$ cat src/hdl/dld_pkg.sv
// Shared types, constants and codes for the decimal long divider.
`default_nettype none
package dld_pkg;
	localparam int MaxDigits = 256;
	localparam logic [3:0] DigitMax = 4'd9;
	localparam logic [3:0] DigitBase = 4'd10;

	typedef enum logic [2:0] {
		MODE_LOAD_DVD = 3'd0,
		MODE_LOAD_DVS = 3'd1,
		MODE_START    = 3'd2,
		MODE_READ_Q   = 3'd3,
		MODE_READ_R   = 3'd4
	} mode_t;

	typedef struct packed {
		logic [2:0] mode;
		logic [7:0] index;
		logic [3:0] digit;
		logic       last;
	} cmd_t;

	typedef struct packed {
		logic [3:0] digit_res;
		logic [8:0] quotient_size;
		logic [8:0] remainder_size;
		logic       div_by_zero;
	} res_t;

	typedef enum logic [3:0] {
		ST_IDLE,
		ST_CLEAR,
		ST_VLEN,
		ST_DLEN,
		ST_COPY,
		ST_CMP,
		ST_SUB,
		ST_NEXTK,
		ST_QLEN,
		ST_RLEN
	} state_t;

	// controller -> datapath
	typedef struct packed {
		logic clr_init;   // load sweep counters for clear
		logic clr_step;
		logic vlen_init;
		logic vlen_step;
		logic dlen_init;
		logic dlen_step;
		logic copy_init;
		logic copy_step;
		logic div_init;   // set k, q
		logic cmp_init;
		logic cmp_step;
		logic sub_init;
		logic sub_step;
		logic next_k;     // write quotient digit, decrement k
		logic qlen_init;
		logic qlen_step;
		logic rlen_init;
		logic rlen_step;
		logic set_zero;
		logic finish;
	} dp_cmd_t;

	// datapath -> controller
	typedef struct packed {
		logic sweep_done;
		logic vl_zero;
		logic dl_ge_vl;
		logic cmp_done;
		logic cmp_ge;
		logic q_full;
		logic k_zero;
	} dp_sts_t;
endpackage
`default_nettype wire

$ cat src/hdl/dld_ctrl.sv
// Controller state machine for the long division sequence.
`default_nettype none
module dld_ctrl (
	input  wire logic              clk,
	input  wire logic              arst_n,
	input  wire logic              go,
	input  wire dld_pkg::dp_sts_t  sts,
	output dld_pkg::dp_cmd_t       cmd,
	output logic                   running
);
	dld_pkg::state_t state_q, state_d;

	always_ff @(posedge clk or negedge arst_n) begin
		if (!arst_n) begin
			state_q <= dld_pkg::ST_IDLE;
		end else begin
			state_q <= state_d;
		end
	end

	always_comb begin
		state_d = state_q;
		case (state_q)
			dld_pkg::ST_IDLE: if (go) state_d = dld_pkg::ST_CLEAR;
			dld_pkg::ST_CLEAR: if (sts.sweep_done) state_d = dld_pkg::ST_VLEN;
			dld_pkg::ST_VLEN: begin
				if (sts.sweep_done) begin
					state_d = dld_pkg::ST_DLEN;
				end
			end
			dld_pkg::ST_DLEN: begin
				if (sts.sweep_done) begin
					state_d = sts.vl_zero ? dld_pkg::ST_IDLE : dld_pkg::ST_COPY;
				end
			end
			dld_pkg::ST_COPY: begin
				if (sts.sweep_done) begin
					state_d = sts.dl_ge_vl ? dld_pkg::ST_CMP : dld_pkg::ST_QLEN;
				end
			end
			dld_pkg::ST_CMP: begin
				if (sts.q_full) begin
					state_d = dld_pkg::ST_NEXTK;
				end else if (sts.cmp_done) begin
					state_d = sts.cmp_ge ? dld_pkg::ST_SUB : dld_pkg::ST_NEXTK;
				end
			end
			dld_pkg::ST_SUB: if (sts.sweep_done) state_d = dld_pkg::ST_CMP;
			dld_pkg::ST_NEXTK: state_d = sts.k_zero ? dld_pkg::ST_QLEN : dld_pkg::ST_CMP;
			dld_pkg::ST_QLEN: if (sts.sweep_done) state_d = dld_pkg::ST_RLEN;
			dld_pkg::ST_RLEN: if (sts.sweep_done) state_d = dld_pkg::ST_IDLE;
			default: state_d = dld_pkg::ST_IDLE;
		endcase
	end

	always_comb begin
		cmd = '0;
		running = (state_q != dld_pkg::ST_IDLE);
		case (state_q)
			dld_pkg::ST_IDLE: cmd.clr_init = go;
			dld_pkg::ST_CLEAR: begin
				cmd.clr_step = 1'b1;
				cmd.vlen_init = sts.sweep_done;
			end
			dld_pkg::ST_VLEN: begin
				cmd.vlen_step = 1'b1;
				cmd.dlen_init = sts.sweep_done;
			end
			dld_pkg::ST_DLEN: begin
				cmd.dlen_step = 1'b1;
				cmd.set_zero = sts.sweep_done && sts.vl_zero;
				cmd.copy_init = sts.sweep_done && !sts.vl_zero;
			end
			dld_pkg::ST_COPY: begin
				cmd.copy_step = 1'b1;
				cmd.div_init = sts.sweep_done && sts.dl_ge_vl;
				cmd.cmp_init = sts.sweep_done && sts.dl_ge_vl;
				cmd.qlen_init = sts.sweep_done && !sts.dl_ge_vl;
			end
			dld_pkg::ST_CMP: begin
				cmd.cmp_step = !sts.q_full;
				cmd.sub_init = !sts.q_full && sts.cmp_done && sts.cmp_ge;
			end
			dld_pkg::ST_SUB: begin
				cmd.sub_step = 1'b1;
				cmd.cmp_init = sts.sweep_done;
			end
			dld_pkg::ST_NEXTK: begin
				cmd.next_k = 1'b1;
				cmd.cmp_init = !sts.k_zero;
				cmd.qlen_init = sts.k_zero;
			end
			dld_pkg::ST_QLEN: begin
				cmd.qlen_step = 1'b1;
				cmd.rlen_init = sts.sweep_done;
			end
			dld_pkg::ST_RLEN: begin
				cmd.rlen_step = 1'b1;
				cmd.finish = sts.sweep_done;
			end
			default: cmd = '0;
		endcase
	end
endmodule
`default_nettype wire

$ cat config.mk
export PLATFORM = sky130hd
export DESIGN_NAME = dld_ctrl
export DESIGN_NICKNAME = d
export VERILOG_FILES = /design/src/hdl/dld_pkg.sv /design/src/hdl/dld_ctrl.sv
export SDC_FILE = /design/constraint.sdc
export NUM_CORES = 1
export LEC_CHECK = 0
export BUFFER_PORTS_ARGS = -buffer_cell sky130_fd_sc_hd__buf_2
export CORE_UTILIZATION = 30
export CTS_CLUSTER_DIAMETER = 40
export DETAILED_ROUTE_END_ITERATION = 16
export HOLD_SLACK_MARGIN = 0.05
export SLEW_MARGIN = 20
export SYNTH_ARGS = -nofsm -noshare
export SYNTH_HDL_FRONTEND = slang
export SYNTH_SLANG_ARGS = --single-unit
$ cat constraint.sdc
create_clock -name clk -period 1.79 [get_ports clk]
set_input_delay 0.179 -clock clk [delete_from_list [all_inputs] [get_ports clk]]
set_output_delay 0.179 -clock clk [all_outputs]
set_load 0.05 [all_outputs]
==> results of run 1 <==
-- final cells by class --
| type | instances | share of cell area [%] |
|---|---|---|
| Clock buffer | 3 | 2.667 |
| Inverter | 3 | 1.333 |
| Multi-Input combinational cell | 62 | 51.56 |
| Sequential cell | 4 | 12.15 |
| Tap cell | 16 | 2.370 |
| Timing Repair Buffer | 41 | 29.93 |
-- per-layer routing --
metal / vias up / GRT usage [%] / routed length, um
met5: - / 0 / 0
met4: 0 / 10.91 / 21
met3: 4 / 4.167 / 84
li1: 349 / - / -
met1: 303 / 21.77 / 729
met2: 28 / 33.13 / 823
-- through the flow --
stage | cell area (um^2) | total power (uW) | std cells | hold slack, ps | utilization, %
2_1_floorplan | 565.5 | 1091 | 74 | -116.6 | -
3_3_place_gp | 782.0 | 1404 | 125 | -17.15 | 49.60
3_5_place_dp | 782.0 | 1406 | 125 | -10.03 | 49.60
4_1_cts | 817.0 | 1534 | 129 | 278.1 | 51.83
5_1_grt | 844.6 | 1676 | 129 | 302.0 | 53.57
6_report | 844.6 | 1566 | 129 | 284.5 | 53.57
-- logic make-up after synthesis --
logic type	after synthesis	share of synthesized area (%)
buf+inv	8	7.601
compound gates	16	21.38
simple gates	45	49.17
flops	4	19.00
mux	1	2.850
-- power breakdown --
| part | total, uW | internal (uW) | switching (uW) |
|---|---|---|---|
| Sequential | 204 | 132 | 72.4 |
| Combinational | 1250 | 437 | 812 |
| Clock | 113 | 75.0 | 37.6 |
-- worst max-delay path by stage --
| stage | start | endpoint | slack, ps | cells past startpoint |
|---|---|---|---|---|
| 2_1_floorplan | state_q[2] | cmd[13] | -270 | 4 |
| 3_3_place_gp | state_q[0] | state_q[2] | 150 | 4 |
| 3_5_place_dp | state_q[3] | state_q[2] | 130 | 4 |
| 4_1_cts | state_q[3] | cmd[1] | 6 | 5 |
| 5_1_grt | state_q[0] | cmd[16] | 3 | 4 |
| 6_report | state_q[1] | cmd[0] | 70 | 5 |
-- worst max-delay path: cells and delay by family (launching register included) --
kind          cells  cell delay (ps)
buf+inv           2              410
flops             1              420
simple gates      3              470
-- repair_timing --
action,CTS,global route
hold buffers,1,0
hold endpoints to repair,4,0
gates resized for setup,1,15
buffers inserted,0,0
endpoints found under the setup margin,6,15
-- layout by cell type (no fill, tap or decap), types with 2 or more instances in the layout --
| cell | count |
|---|---|
| dfrtp_1 | 2 |
| or3_1 | 2 |
| nand2_1 | 4 |
| nor3_4 | 2 |
| nand2b_1 | 2 |
| nor2_1 | 6 |
| buf_2 | 23 |
| nand2b_2 | 2 |
| buf_4 | 13 |
| a211oi_1 | 2 |
| inv_1 | 3 |
| nor2b_1 | 2 |
| and3_1 | 2 |
| o21ai_0 | 5 |
| nor2_2 | 3 |
| clkbuf_4 | 7 |
| nor3_1 | 8 |
| dfrtp_2 | 2 |
==> metrics.txt, run 1 <==
status=finished with violations; failing checks=design-rule violations; cell count after synthesis=74; Synth cell types=33; ys async rst share=100.0%; clock slew at reported path FFs=40 ps; Worst path slowest cell=dfrtp_1; final worst path period share=a little over nine tenths; share of cells above drive strength 1=55.75%; Hold Vio Cnt, Final=0; die width=43.90 um; top cells by count, synth=nor2_1, nor3_1, o21ai_0; WL/cell=12.86 um; synthesized area per cell=7.118 um^2; Placer Congestion=0.8609; CTS buffer count=3; overall die height=about 44 um; CTS sink count=4; worst r2r path cells=4; Die ar.=1927 um^2; # rows=14; max-capacitance violation count=0; RSZ-0062 raised after global routing=no; initial core utilization=around a third; final worst path period need=approximately 1700 ps; max reg flops=4; total gr overflow=0; core box area=1577 um^2; Slew Viols, Final=0; WL final=1659 um; # setup viols final=0; Top Registers=state_q (4); Final Skew=between 4 and 5 ps; Tot GR Track Use=19.23%; CTS tree=yes; first-pass GRT wire length=2684 um; # DRC=4; worst-path fanout max=5; H-tree level count=1; CP Class=reg2out; number of synthesized register bits=4; pre-CTS setup slack=between 100 and 150 ps; area delta synth->final=60.33%; peak supply drop=0.7371 mV; routed via count=684; Relative slew margins=73.33%; Pre-antenna DRT Iters=10; r2r setup slk=roughly 130 ps; DRT antenna net count=0; PD cells=approximately 1900 nW/um^2; Synth top area share=19.00%; number of synthesized flops with an enable pin=0; CP startpoint kind=flip-flop; post-synthesis sequential area ratio=19.00%; Total Nets Final=125; Slew @ Worst Pin=slightly below 400 ps; FF-to-FF Start=state_q[0]; maximum number of pins on one net before global-route repair=10; setup TNS=0 ps; Req. time, crit path=1610 ps; vias in the first global route=621; DP Wirelength=1290 um; worst skew pair latency=240 ps; area leader, netlist=dfrtp_1; Syn Std Cell Area=526.8 um^2; DRT iter0 DRCs=15; Worst EP arrival=1540 ps; Setup crit end kind=output port; Lkg Pwr=0.0004127 uW; largest register by flop count=state_q; Syn Nets=84; Port Buf Inserts=30; Antenna diodes=0; yosys warns=0; multi-input logic area=435.4 um^2; ys flop type=dfrtp_1; Hold Crit Class=in2async; Fillers=about 160; DR vias/cell=roughly 5.3; FMAX=between 500 and 600 MHz; CP peak stage delay=420 ps; io pins=31; clock buffer depth=2; FF+latch area=between 100 and 150 um^2; Root Buffer=clkbuf_4; Area contributors post-synth=dfrtp_1, nor3_1, nor2_1; worst setup margin=roughly 73 ps; R2R Path End=state_q[2]; crit-path cells=nand2b_2 > buf_4 > nor2_4 > and2_2 > clkbuf_4; antenna violations before repair=0
Note: power is estimated with default switching activity, not from simulation.
==> run 2, diff against run 1 <==
--- a/config.mk
+++ b/config.mk
@@ -12,2 +12,3 @@
 export HOLD_SLACK_MARGIN = 0.05
+export RECOVER_POWER = 50
 export SLEW_MARGIN = 20
--- a/constraint.sdc
+++ b/constraint.sdc
@@ -3,2 +3,2 @@
 set_output_delay 0.179 -clock clk [all_outputs]
-set_load 0.05 [all_outputs]
+set_load 0.01 [all_outputs]
==> run 2 against run 1 <==
  * Global-route usage fell by 0.53 points
  * Highest routed layer unchanged
  * The flow still finishes with violations (design-rule violations)
  * Clock skew barely moved
  * Clock-buffer cell count did not move
  * Sequential share of layout area rose by 1.5 points
  * Largest cell class unchanged
  * Die area did not move
  * Via count rose by 0.44%
  * First-iteration DRC count rose by 130%
  * Total power fell by 26%
  * Sequential cell count did not move
  * Final cell count fell by 3.1%
==> metrics.txt, run 2 (synthesized netlist as in run 1, its figures left out) <==
CP peak stage delay=between 400 and 500 ps; # setup viols final=0; initial core utilization=between 30 and 40%; Bufs and invs on worst path=0; Slew Viols, Final=0; core box area=1577 um^2; Relative slew margins=70.94%; Top Registers=state_q (4); Placer Congestion=~0.85; Top delay family on crit path=simple AND/OR/NAND/NOR gates; DRT antenna net count=0; design area=768.2 um^2; Setup crit end kind=flip-flop; Pre-antenna DRT Iters=10; total gr overflow=0; setup TNS=0 ps; WL/cell=13.13 um; worst-path fanout max=11; final worst path period share=95.58%; status=finished with violations; Antenna diodes=0; clock buffer depth=2; maximum number of pins on one net before global-route repair=12; Fillers=177; FF+latch area=105.1 um^2; Total Nets Final=121; clock slew at reported path FFs=40 ps; crit-path cells=or3_1 > o221ai_2 > nor3_2 > mux2_4; Die ar.=1927 um^2; Worst path slowest cell=dfrtp_2; overall die height=43.90 um; Tot Pwr=1153 uW; worst skew pair latency=230 ps; Root Buffer=clkbuf_4; Slew @ Worst Pin=approximately 430 ps; Req. time, crit path=~1900 ps; PD cells=~1500 nW/um^2; CTS sink count=4; area delta synth->final=45.84%; DP Wirelength=1209 um; largest register by flop count=state_q; H-tree level count=1; antenna violations before repair=0; failing checks=design-rule violations; Lkg Pwr=0.0003728 uW; die width=43.90 um; Tot GR Track Use=18.70%; commonest non-fill, non-tap cells in the layout=buf_2, nor2_1, nor3_1; pre-CTS setup slack=127.7 ps; CTS buffer count=3; worst setup margin=79.10 ps; DRT iter0 DRCs=34; Final Skew=4.133 ps; CP Class=reg2reg; first-pass GRT wire length=about 2600 um; vias in the first global route=~610; max-capacitance violation count=0; io pins=31; FMAX=584.5 MHz; CP startpoint kind=flip-flop; Hold Vio Cnt, Final=0; final worst path period need=1711 ps; # rows=14; peak supply drop=0.6747 mV; multi-input logic area=412.9 um^2; routed via count=~690; Post-Place Cell Area=about 710 um^2; WL final=1641 um; # DRC=4; CTS tree=yes; share of cells above drive strength 1=between 40 and 50%; commonest non-fill, non-tap cell in the layout=buf_2; DR vias/cell=5.496; total setup buffers inserted after CTS=0; final hold slack=about 310 ps; Worst EP arrival=approximately 1800 ps; max reg flops=4; Port Buf Inserts=30; Hold Crit Class=in2async
## run 2: cell types whose count changed in the layout (fill, tap and decap cells not counted), sizes merged
cell | previous run | this run
clkbuf | 7 | 8
buf | 36 | 31
## run 2: layout make-up
cell class                      instances  share of cell area, %
Multi-Input combinational cell         62                  53.75
Inverter                                3                  1.466
Sequential cell                         4                  13.68
Timing Repair Buffer                   37                  25.57
Tap cell                               16                  2.606
Clock buffer                            3                  2.932
## run 2: timing repair
item,4_1_cts,5_1_grt
endpoints found under the setup margin,2,8
hold endpoints to repair,4,0
hold buffers,1,0
resized for setup,2,6
## run 2: path summary, 6_finish.rpt
check / end / from / cells past startpoint / slack, ps
setup / recovery: state_q[2] / state_q[0] / 4 / 80
max in group asynchronous: state_q[1] / arst_n / 2 / 1270
min in group clk: state_q[3] / sts[0] / 3 / 400
hold / removal: state_q[3] / arst_n / 2 / 310
setup reg to reg: state_q[2] / state_q[0] / 4 / 80
hold reg to reg: state_q[1] / state_q[3] / 1 / 620
## run 2: metrics by stage
step / util (%) / instances
2_1_floorplan: - / 74
3_3_place_gp: 45.24 / 121
3_5_place_dp: 45.24 / 121
4_1_cts: 47.86 / 125
5_1_grt: 48.73 / 125
6_report: 48.73 / 125
## run 2: routing by layer
| layer | up-vias | GRT usage [%] | routed length (um) |
|---|---|---|---|
| met5 | - | 0 | 0 |
| met1 | 311 | 24.49 | 719 |
| met4 | 0 | 7.273 | 17 |
| li1 | 343 | - | - |
| met2 | 31 | 30.75 | 792 |
| met3 | 2 | 2.917 | 112 |
## run 2: power breakdown
| group | leakage, uW | internal (uW) | switching, uW |
|---|---|---|---|
| registers | 0.0000461 | 136 | 103 |
| logic | 0.000313 | 371 | 434 |
| clock network | 0.0000138 | 74.8 | 33.7 |
